==> config.mk <==
export PLATFORM = sky130hd
export DESIGN_NAME = mid_merge
export DESIGN_NICKNAME = d
export VERILOG_FILES = /design/src/rtl/core/minimum_image_distance_defines.svh /design/src/rtl/core/mid_pkg.sv /design/src/rtl/core/mid_merge.sv
export SDC_FILE = /design/constraint.sdc
export NUM_CORES = 1
export LEC_CHECK = 0
export BUFFER_PORTS_ARGS = -buffer_cell sky130_fd_sc_hd__buf_2
export CAP_MARGIN = 20
export CORE_MARGIN = 8
export CORE_UTILIZATION = 31
export CTS_CLUSTER_DIAMETER = 120
export DETAILED_ROUTE_END_ITERATION = 8
export SETUP_SLACK_MARGIN = 0.1
export SYNTH_ARGS = -nofsm -noshare
export SYNTH_HDL_FRONTEND = slang
export SYNTH_SLANG_ARGS = --single-unit
==> constraint.sdc <==
create_clock -name i_clk -period 4.8 [get_ports i_clk]
set_input_delay 0.72 -clock i_clk [delete_from_list [all_inputs] [get_ports i_clk]]
set_output_delay 0.72 -clock i_clk [all_outputs]
set_load 0.01 [all_outputs]
==> src/rtl/core/minimum_image_distance_defines.svh <==
`ifndef MINIMUM_IMAGE_DISTANCE_DEFINES_SVH
`define MINIMUM_IMAGE_DISTANCE_DEFINES_SVH

// Check that a condition implies another in the same cycle
`define MID_ASSERT_IMP(label, clk, rst_n, ante, cons) \
    label: assert property (@(posedge clk) disable iff (!rst_n) (ante) |-> (cons)) \
        else $error("minimum_image_distance: same-cycle check failed");

// Check that a condition implies another in the following cycle
`define MID_ASSERT_NXT(label, clk, rst_n, ante, cons) \
    label: assert property (@(posedge clk) disable iff (!rst_n) (ante) |=> (cons)) \
        else $error("minimum_image_distance: next-cycle check failed");

`endif

==> src/rtl/core/mid_pkg.sv <==
package mid_pkg;

    localparam int COORD_W     = 32;
    localparam int LEN_W       = 31;
    localparam int SQ_W        = 64;
    localparam int NUM_AXES    = 3;
    localparam int LANE_STAGES = 3;
    localparam int SQRT_STAGES = SQ_W / 2;
    // lanes, merge, square root; the output register comes after these
    localparam int PIPE_STAGES = LANE_STAGES + 1 + SQRT_STAGES;

    localparam logic [LEN_W-1:0] BOX_LEN_RESET = 31'd65536;

    typedef logic signed [COORD_W-1:0] t_coord;
    typedef logic [LEN_W-1:0] t_box_len;
    typedef logic [NUM_AXES-1:0][COORD_W-1:0] t_disp_vec;
    typedef logic [NUM_AXES-1:0][SQ_W-1:0] t_sq_vec;

    typedef struct packed {
        logic signed [COORD_W-1:0] first_x;
        logic signed [COORD_W-1:0] first_y;
        logic signed [COORD_W-1:0] first_z;
        logic signed [COORD_W-1:0] second_x;
        logic signed [COORD_W-1:0] second_y;
        logic signed [COORD_W-1:0] second_z;
    } t_pair;

    typedef struct packed {
        logic signed [COORD_W-1:0] disp_x;
        logic signed [COORD_W-1:0] disp_y;
        logic signed [COORD_W-1:0] disp_z;
        logic [LEN_W-1:0]          pair_distance;
    } t_result;

endpackage

==> src/rtl/core/mid_merge.sv <==
module mid_merge (
    input  logic               i_clk,
    input  logic               i_en,
    input  mid_pkg::t_disp_vec i_disp,
    input  mid_pkg::t_sq_vec   i_sq,
    output mid_pkg::t_disp_vec o_disp,
    output logic [mid_pkg::SQ_W-1:0] o_sum
);
    import mid_pkg::*;

    logic [SQ_W-1:0] n_sum;
    logic [SQ_W-1:0] r_sum;
    t_disp_vec       r_disp;

    // Add the lane squares; three squares of at most 2^62 fit in 64 bits
    always_comb begin
        n_sum = '0;
        for (int a = 0; a < NUM_AXES; a++) begin
            n_sum = n_sum + i_sq[a];
        end
    end

    always_ff @(posedge i_clk) begin
        if (i_en) begin
            r_sum  <= n_sum;
            r_disp <= i_disp;
        end
    end

    assign o_sum  = r_sum;
    assign o_disp = r_disp;

endmodule

==> results.ini <==
[die]
chipWidth_um=195.3
dieArea_um2=38130
initial_utilization_pct=31.49
fp.dieH_um=195.3
rows=65
coreArea_um2=31640
boundaryPins=450

[grt]
grt_antenna_before_repair=5
grt_pass1_vias=8750
largest_net_degree_at_the_start_of_global_routing=95
gr_overflow_total=0
grt_first_pass_wirelength_um=53970
overall_track_demand_over_capacity_in_global_routing_pct=18.71

[clocking]
hold_buffers=0
path_clk_slew_ps=80
cts_buffer_depth=2
post_cts_resize_count=0
numCtsBuffers=17
cts_root_buffer=clkbuf_16
post_cts_buffers=0
tritoncts_clock_tree=yes
cts_max_level=4
cts.sink_count=160

[pwr]
p_int_mw=3.397
power_switching_mw=1.989
powerDensity_nw_per_um2=405.8
clkPwrFrac_pct=26.6
power.share.combinational_pct=37.6
power.leakage_nw=5.742
switching_share_pct=36.93
max-vdd-ir-drop_mv=0.2464
power.share.sequential_pct=35.8

[sta]
final_max_slew_viol_count=0
final-hold-violation-count=0
worst-slew-pin-transition_ps=985.7
setup_ws_ps=1241
fmaxAchievable_ghz=0.2810
final_min_period_over_clock_period_pct=74.14
fin_hold_ws_ps=451.6
unrepaired_setup_endpoints_after_global_routing=false
slew-limit-headroom_pct=34.29
setup_tns_ps=0
finalWorstPathRequiredPeriod_ps=3559
final_setup_violation_count=0

[synth]
fraction_of_the_mapped_netlist_area_in_compound_gates_pct=15.22
synth.area.mux_share_pct=0.1130
ys_async_sr_fraction_pct=0
yosys.area_share.simple_pct=8.628
mappedNetlistArea_um2=9962
ys.flop_type=edfxtp_1
syn_area_per_cell_um2=12.52
number_of_flops_mapped_to_enable_cells_by_yosys=160
syn-num-nets=1212
synth_warn=0
synth_top_area_share_pct=48.23
seq_area_frac_synth_pct=48.23
synth_area_leaders=edfxtp_1, fa_1, ha_1
synthDominantAreaCellType=edfxtp_1
combinational_family_with_the_most_area_after_synthesis=adder cells
synthXorXnorAreaFrac_pct=5.539
synthAdderAreaFrac_pct=20.65
synthCells=796
synth_cell_types=61
synth.ff_latch_count=160

[route]
finalWirelength_um=36280
detailroute.via_count=8323
dr.first_iter.drc_count=555
post_drt_wl_per_cell_um=21.84
routed_vias_inst=5.011
post-route-drc-count=0
route.antenna.remaining_nets=0
drt_pass1_iterations=5

[cells_and_area]
register_area_um2=4805
layout.cells.most_common=buf_2
final_net_count=1661
area.growth.synth_to_final_pct=33.22
layout.cell_area.non_filler_um2=13270
num-fill-cells=3063
post_route_cells_drive_above_1_share_pct=40.22
most-common-layout-cells=buf_2, edfxtp_1, a21oi_1, fa_1, ha_1
multi_input_comb_area_um2=4996

[hold_path]
worst_hold_path_type=primary input to flip-flop

[worst_setup_path]
crit_type=primary input to flip-flop
peak_fanout_along_the_critical_path=5
worst_setup_path_start_kind=primary input
worst_setup_path_end_kind=flip-flop
critical_path_at_ps=3740
cp.required_ps=4980

[place]
portbufs=449
placed_area_um2=12640
gp_congestion=0.9210
setup_slack_placement_ps=831.8
place_hpwl_um=30610

[outcome]
status=complete, no violations

[run]
drv.max_cap_violation_count=0

[through the flow]
| step | utilization (%) | instances | power (mW) |
|---|---|---|---|
| final | 41.95 | 1661 | 5.385 |
| after global routing | 41.95 | 1661 | 5.713 |
| after CTS | 41.94 | 1660 | 5.457 |
| after detailed placement | 39.97 | 1628 | 3.991 |
| after global placement | 39.97 | 1628 | 3.983 |
| after floorplan | - | 796 | 3.172 |
[path summary, 6_finish.rpt]
| check | startpoint | endpoint | slack, ps | cells past startpoint |
|---|---|---|---|---|
| setup / recovery | i_sq[1] | o_sum[55] | 1240 | 12 |
| hold / removal | i_disp[9] | o_disp[9] | 450 | 1 |
[cell families (layout without fill, tap and decap cells)]
group	count (synthesis)	after routing
AOI/OAI and AO/OA	235	235
and+or+nand+nor	173	173
xor gates and xnor gates	63	63
other	0	1
adders and majority gates	126	126
DFF	160	160
buffers and inverters	38	500
muxes	1	1
[state kept, by name (all words and copies together) (netlist names)]
register,cells
o_disp,96
o_sum,64
[worst max-delay path, cell delays in order]
cell and delay [ps]:
buf_2 120, fa_1 500, ha_1 250, fa_1 430, a211oi_2 260, o211ai_1 140
a21bo_1 230, a31o_4 280, a31oi_4 320, o21ai_4 140, a41oi_2 230, xnor2_1 90
[area by class of cell]
| type | count | area share (%) |
|---|---|---|
| multi-input cells | 598 | 37.64 |
| diodes | 1 | 0.01886 |
| repair buffers | 450 | 17.13 |
| flip-flops and latches | 160 | 36.20 |
| clock buffers | 17 | 3.205 |
| well taps | 402 | 3.790 |
| clock inverters | 15 | 1.499 |
| inverters | 18 | 0.5091 |
[per-layer routing]
| metal | wire length [µm] | vias to the layer above | global-route usage, % |
|---|---|---|---|
| met1 | 14810 | 4017 | 22.58 |
| met5 | 46 | - | 0 |
| met2 | 17700 | 358 | 31.67 |
| met3 | 2686 | 45 | 5.261 |
| met4 | 1041 | 6 | 6.513 |
| li1 | - | 3897 | - |
[cell usage after synthesis (all sizes together), types with 2 or more instances]
| library cell | count |
|---|---|
| and4 | 3 |
| and2 | 7 |
| a21o | 26 |
| ha | 62 |
| a21oi | 83 |
| nand4 | 16 |
| fa | 64 |
| nor4 | 2 |
| o21ai | 52 |
| a21bo | 2 |
| xnor2 | 43 |
| nor3 | 16 |
| o31ai | 2 |
| o21ba | 2 |
| or3 | 3 |
| or2 | 3 |
| o21a | 4 |
| o221ai | 2 |
| clkbuf | 5 |
| a31oi | 15 |
| o21bai | 12 |
| a21boi | 4 |
| edfxtp | 160 |
| xor2 | 20 |
| o211ai | 13 |
| a31o | 2 |
| and3 | 11 |
| a41oi | 2 |
| a211oi | 7 |
| nand3 | 14 |
| inv | 18 |
| o31a | 3 |
| nand2 | 58 |
| buf | 15 |
| nor3b | 2 |
| nor2 | 34 |
[power by group through the flow]
stage               sequential [mW]  combinational [mW]  clock (mW)
finish                         1.93                2.03        1.43
CTS                            1.93                2.05        1.48
floorplan                      2.09                1.08           0
global route                   1.95                2.23        1.53
detailed placement             1.96                2.03           0
global placement               1.96                2.02           0
Power figures use the tool's default switching activity.
