### config.mk
export PLATFORM = sky130hd
export DESIGN_NAME = mid_lane
export DESIGN_NICKNAME = d
export VERILOG_FILES = /design/src/rtl/core/minimum_image_distance_defines.svh /design/src/rtl/core/mid_pkg.sv /design/src/rtl/core/mid_lane.sv
export SDC_FILE = /design/constraint.sdc
export NUM_CORES = 2
export LEC_CHECK = 0
export BUFFER_PORTS_ARGS = -buffer_cell sky130_fd_sc_hd__buf_2
export CORE_ASPECT_RATIO = 0.5
export CORE_MARGIN = 2
export CORE_UTILIZATION = 60
export DETAILED_ROUTE_END_ITERATION = 6
export PLACE_DENSITY_LB_ADDON = 0.2
export SYNTH_ARGS = -nofsm -noshare
export SYNTH_HDL_FRONTEND = slang
export SYNTH_SLANG_ARGS = --single-unit
export TNS_END_PERCENT = 50
### constraint.sdc
create_clock -name i_clk -period 17.44 [get_ports i_clk]
set_clock_uncertainty 0.2 [all_clocks]
set_input_delay 2.616 -clock i_clk [delete_from_list [all_inputs] [get_ports i_clk]]
set_output_delay 2.616 -clock i_clk [all_outputs]
set_load 0.005 [all_outputs]
### src/rtl/core/minimum_image_distance_defines.svh
`ifndef MINIMUM_IMAGE_DISTANCE_DEFINES_SVH
`define MINIMUM_IMAGE_DISTANCE_DEFINES_SVH

// Check that a condition implies another in the same cycle
`define MID_ASSERT_IMP(label, clk, rst_n, ante, cons) \
    label: assert property (@(posedge clk) disable iff (!rst_n) (ante) |-> (cons)) \
        else $error("minimum_image_distance: same-cycle check failed");

// Check that a condition implies another in the following cycle
`define MID_ASSERT_NXT(label, clk, rst_n, ante, cons) \
    label: assert property (@(posedge clk) disable iff (!rst_n) (ante) |=> (cons)) \
        else $error("minimum_image_distance: next-cycle check failed");

`endif

### src/rtl/core/mid_pkg.sv
package mid_pkg;

    localparam int COORD_W     = 32;
    localparam int LEN_W       = 31;
    localparam int SQ_W        = 64;
    localparam int NUM_AXES    = 3;
    localparam int LANE_STAGES = 3;
    localparam int SQRT_STAGES = SQ_W / 2;
    // lanes, merge, square root; the output register comes after these
    localparam int PIPE_STAGES = LANE_STAGES + 1 + SQRT_STAGES;

    localparam logic [LEN_W-1:0] BOX_LEN_RESET = 31'd65536;

    typedef logic signed [COORD_W-1:0] t_coord;
    typedef logic [LEN_W-1:0] t_box_len;
    typedef logic [NUM_AXES-1:0][COORD_W-1:0] t_disp_vec;
    typedef logic [NUM_AXES-1:0][SQ_W-1:0] t_sq_vec;

    typedef struct packed {
        logic signed [COORD_W-1:0] first_x;
        logic signed [COORD_W-1:0] first_y;
        logic signed [COORD_W-1:0] first_z;
        logic signed [COORD_W-1:0] second_x;
        logic signed [COORD_W-1:0] second_y;
        logic signed [COORD_W-1:0] second_z;
    } t_pair;

    typedef struct packed {
        logic signed [COORD_W-1:0] disp_x;
        logic signed [COORD_W-1:0] disp_y;
        logic signed [COORD_W-1:0] disp_z;
        logic [LEN_W-1:0]          pair_distance;
    } t_result;

endpackage

### src/rtl/core/mid_lane.sv
module mid_lane (
    input  logic             i_clk,
    input  logic             i_en,
    input  mid_pkg::t_coord  i_first,
    input  mid_pkg::t_coord  i_second,
    input  mid_pkg::t_box_len i_box_len,
    output mid_pkg::t_coord  o_disp,
    output logic [mid_pkg::SQ_W-1:0] o_sq
);
    import mid_pkg::*;

    logic [COORD_W:0]   n_here;
    logic [COORD_W+1:0] n_left;
    logic [COORD_W+1:0] n_right;
    logic [COORD_W:0]   r_here;
    logic [COORD_W+1:0] r_left;
    logic [COORD_W+1:0] r_right;

    logic [COORD_W+1:0] s_mag_l;
    logic [COORD_W+1:0] s_mag_h;
    logic [COORD_W+1:0] s_mag_r;
    logic [COORD_W+1:0] s_pick;
    logic [COORD_W-1:0] n_chosen;
    logic [COORD_W-1:0] r_chosen;

    logic [COORD_W-1:0] s_mag;
    logic [SQ_W-1:0]    n_sq;
    logic [SQ_W-1:0]    r_sq;
    logic [COORD_W-1:0] r_disp;

    // Form the direct difference and the two neighbouring images
    always_comb begin
        n_here  = {i_second[COORD_W-1], i_second} - {i_first[COORD_W-1], i_first};
        n_left  = {n_here[COORD_W], n_here} - {3'b000, i_box_len};
        n_right = {n_here[COORD_W], n_here} + {3'b000, i_box_len};
    end

    always_ff @(posedge i_clk) begin
        if (i_en) begin
            r_here  <= n_here;
            r_left  <= n_left;
            r_right <= n_right;
        end
    end

    // Pick the smallest magnitude; left wins any tie it is in, right only if strictly smaller than both
    always_comb begin
        s_mag_l = r_left[COORD_W+1] ? (COORD_W+2)'(-r_left) : r_left;
        s_mag_h = r_here[COORD_W] ? {1'b0, (COORD_W+1)'(-r_here)} : {1'b0, r_here};
        s_mag_r = r_right[COORD_W+1] ? (COORD_W+2)'(-r_right) : r_right;
        s_pick  = r_left;
        if (s_mag_h < s_mag_l) begin
            s_pick = {r_here[COORD_W], r_here};
        end
        if ((s_mag_r < s_mag_l) && (s_mag_r < s_mag_h)) begin
            s_pick = r_right;
        end
        // saturate to 32 bits signed
        if ((s_pick[COORD_W+1:COORD_W-1] == 3'b000) ||
            (s_pick[COORD_W+1:COORD_W-1] == 3'b111)) begin
            n_chosen = s_pick[COORD_W-1:0];
        end else if (s_pick[COORD_W+1]) begin
            n_chosen = {1'b1, {(COORD_W-1){1'b0}}};
        end else begin
            n_chosen = {1'b0, {(COORD_W-1){1'b1}}};
        end
    end

    always_ff @(posedge i_clk) begin
        if (i_en) begin
            r_chosen <= n_chosen;
        end
    end

    // Square the magnitude of the chosen component
    always_comb begin
        s_mag = r_chosen[COORD_W-1] ? COORD_W'(-r_chosen) : r_chosen;
        n_sq  = SQ_W'(s_mag) * SQ_W'(s_mag);
    end

    always_ff @(posedge i_clk) begin
        if (i_en) begin
            r_sq   <= n_sq;
            r_disp <= r_chosen;
        end
    end

    assign o_disp = r_disp;
    assign o_sq   = r_sq;

endmodule

==> metrics.txt <==
startpoint types flip-flop; grt ovf 0; syn avg cell area between 9 and 10 sq um; critical path fanouts, max 17; CTS clk-pin slew, worst paths ~0.08 ns; share of layout cells above drive strength 1 7.234%; Die Footprint 78,780 sq um; Max-slew headroom 21.26%; Die H between 150 and 200 microns; Yosys top cell by area fa_1; crit path DAT approximately 13 ns; cell count after synthesis roughly 4,900; CTS buffer count 24; DPL Wire Length approximately 100,000 microns; status complete, no violations; Setup Buffers After CTS 0; Port Buffer Count around 190; max-cap violation count 0; Worst setup EP type flip-flop; DIE WIDTH 394.9 microns; synth top area cells fa_1, edfxtp_1, ha_1; Iter 0 DRT Violations between 2,000 and 3,000; Synth top area share around a third; post-CTS resize count 0; CTS Root Buffer Type clkbuf_16; final setup fails 0; slowest cell delay on critical path between 0.9 and 1 ns; Final min period 12.43 ns; placed cell count between 5,000 and 6,000; Total Wirelength 122,000 microns; initial antenna violation count 0; most common cell after layout, fill and taps aside inv_1; Crit path top cell by count fa_1; CP max stage cell a2111oi_0; initial core utilization between 60% and 70%; critical path class flip-flop to flip-flop; ANT nets after route 0; CTS sink count 226; global-route usage over all layers between 30% and 40%; largest net degree at the start of global routing 88; EDFF count, synth between 200 and 250; Worst Hold Class flip-flop to flip-flop; first-pass GRT wire length 195,300 microns; worst slew pin tran approximately 1.2 ns; clock buffer depth 3; num rows between 70 and 80; ant diodes 0; Fill cells approximately 6,200; Most used DFF post-synth edfxtp_1; asr flop ratio synth 0%; routability congestion estimate from global placement about 1.0; total core area approximately 75,000 sq um; Cell Count, Final, Fillers Out between 6,000 and 7,000; first-pass detailed-route iteration total 6; most frequent cells in the layout inv_1, fa_1, ha_1; Vias/cell between 5 and 6; Nets 6,357; CP required 17.59 ns; I/O Pins 193; Max Clk Rate between 0.08 and 0.09 GHz; CTS tree yes; setup_tns 0 ns; RSZ-0062 raised after global routing false; synthesized flop and latch total between 200 and 250; Fin. Hold Viols 0; H-tree depth 1; worst skew pair latency around 0.6 ns; Distinct cells, synth 80; CTS Hold Bufs 0; Cell Area, Synth between 40,000 and 50,000 sq um; wire length per cell a little over 20 microns; Slew Limit Fails 0; DR vias between 30,000 and 40,000; Tcrit/Tclk final 71.28%; # DRC 0; number of global-route vias before repair between 30,000 and 40,000; Layout Area Growth over Synthesis 6.503%; number of synthesis warnings 0; sequential area share after synthesis approximately 15%; FF-to-FF setup slack 5.01 ns
## kinds of logic after synthesis
| group | after synthesis | share of synthesized area [%] |
|---|---|---|
| muxes | 63 | 1.452 |
| and+or+nand+nor | 998 | 9.723 |
| other | 2 | 0.01638 |
| adders and majority gates | 1273 | 47.84 |
| DFF | 226 | 14.80 |
| xor gates and xnor gates | 295 | 5.652 |
| buffers and inverters | 1320 | 10.96 |
| AOI/OAI and AO/OA | 673 | 9.554 |
## layout make-up
cell class,count,area (sq um),share of cell area (%)
Multi-Input combinational cell,3327,34220,70.07
Sequential cell,226,6787,13.90
Inverter,1157,4343,8.894
Timing Repair Buffer,251,1416,2.901
Tap cell,1022,1279,2.619
Clock buffer,26,608.1,1.245
Clock inverter,17,180.2,0.3690
## synth_stat cells (all sizes together), types with 38 or more instances
cell,count
o21ai,149
a21o,96
edfxtp,226
fa,800
ha,473
nor2,339
a21oi,185
clkbuf,139
nor3,45
nand4,38
xnor2,184
xor2,111
nand2,364
o31ai,42
inv,1146
## stage by stage
stage / area (sq um) / setup slack, ns / hold slack, ns / utilization [%]
after floorplan: 45940 / 6.804 / 0.2206 / -
after CTS: 48830 / 5.203 / 0.3061 / 64.74
final: 48830 / 5.008 / 0.3139 / 64.74
after global placement: 48040 / 5.480 / 0.2774 / 63.70
after global routing: 48830 / 4.497 / 0.3277 / 64.74
after detailed placement: 48040 / 5.203 / 0.2913 / 63.70
## flip-flops by register name, indices dropped and copies added, names as in the netlist
name      cells
r_chosen     32
r_right      33
o_sq         63
r_left       34
o_disp       31
r_here       33
## final timing paths
check             depth (start not counted)                  start             endpoint
setup / recovery                         34  r_chosen[0]$_DFFE_PP_   o_sq[49]$_DFFE_PP_
hold / removal                            0  r_chosen[8]$_DFFE_PP_  o_disp[8]$_DFFE_PP_
setup reg to reg                         34  r_chosen[0]$_DFFE_PP_   o_sq[49]$_DFFE_PP_
hold reg to reg                           0  r_chosen[8]$_DFFE_PP_  o_disp[8]$_DFFE_PP_
## layer usage
metal / global-route usage, % / up-vias / share of wire (%)
met4: 11.73 / 0 / 4.3
met1: 42.61 / 16948 / 41
met3: 4.607 / 306 / 7.2
met5: 0 / - / 0
li1: - / 15553 / -
met2: 53.98 / 1287 / 47
## critical path: cells and delay by family, from the launching register on
family / cells / cell delay (ns)
buf+inv: 7 / 1.58
fa+ha+maj: 10 / 4.47
flops: 1 / 0.39
xor+xnor: 1 / 0.26
compound gates: 6 / 2.35
simple gates: 10 / 2.94
Power is not shown: default switching activity piles up to over one toggle a cycle in this logic, so the estimate is an artifact.
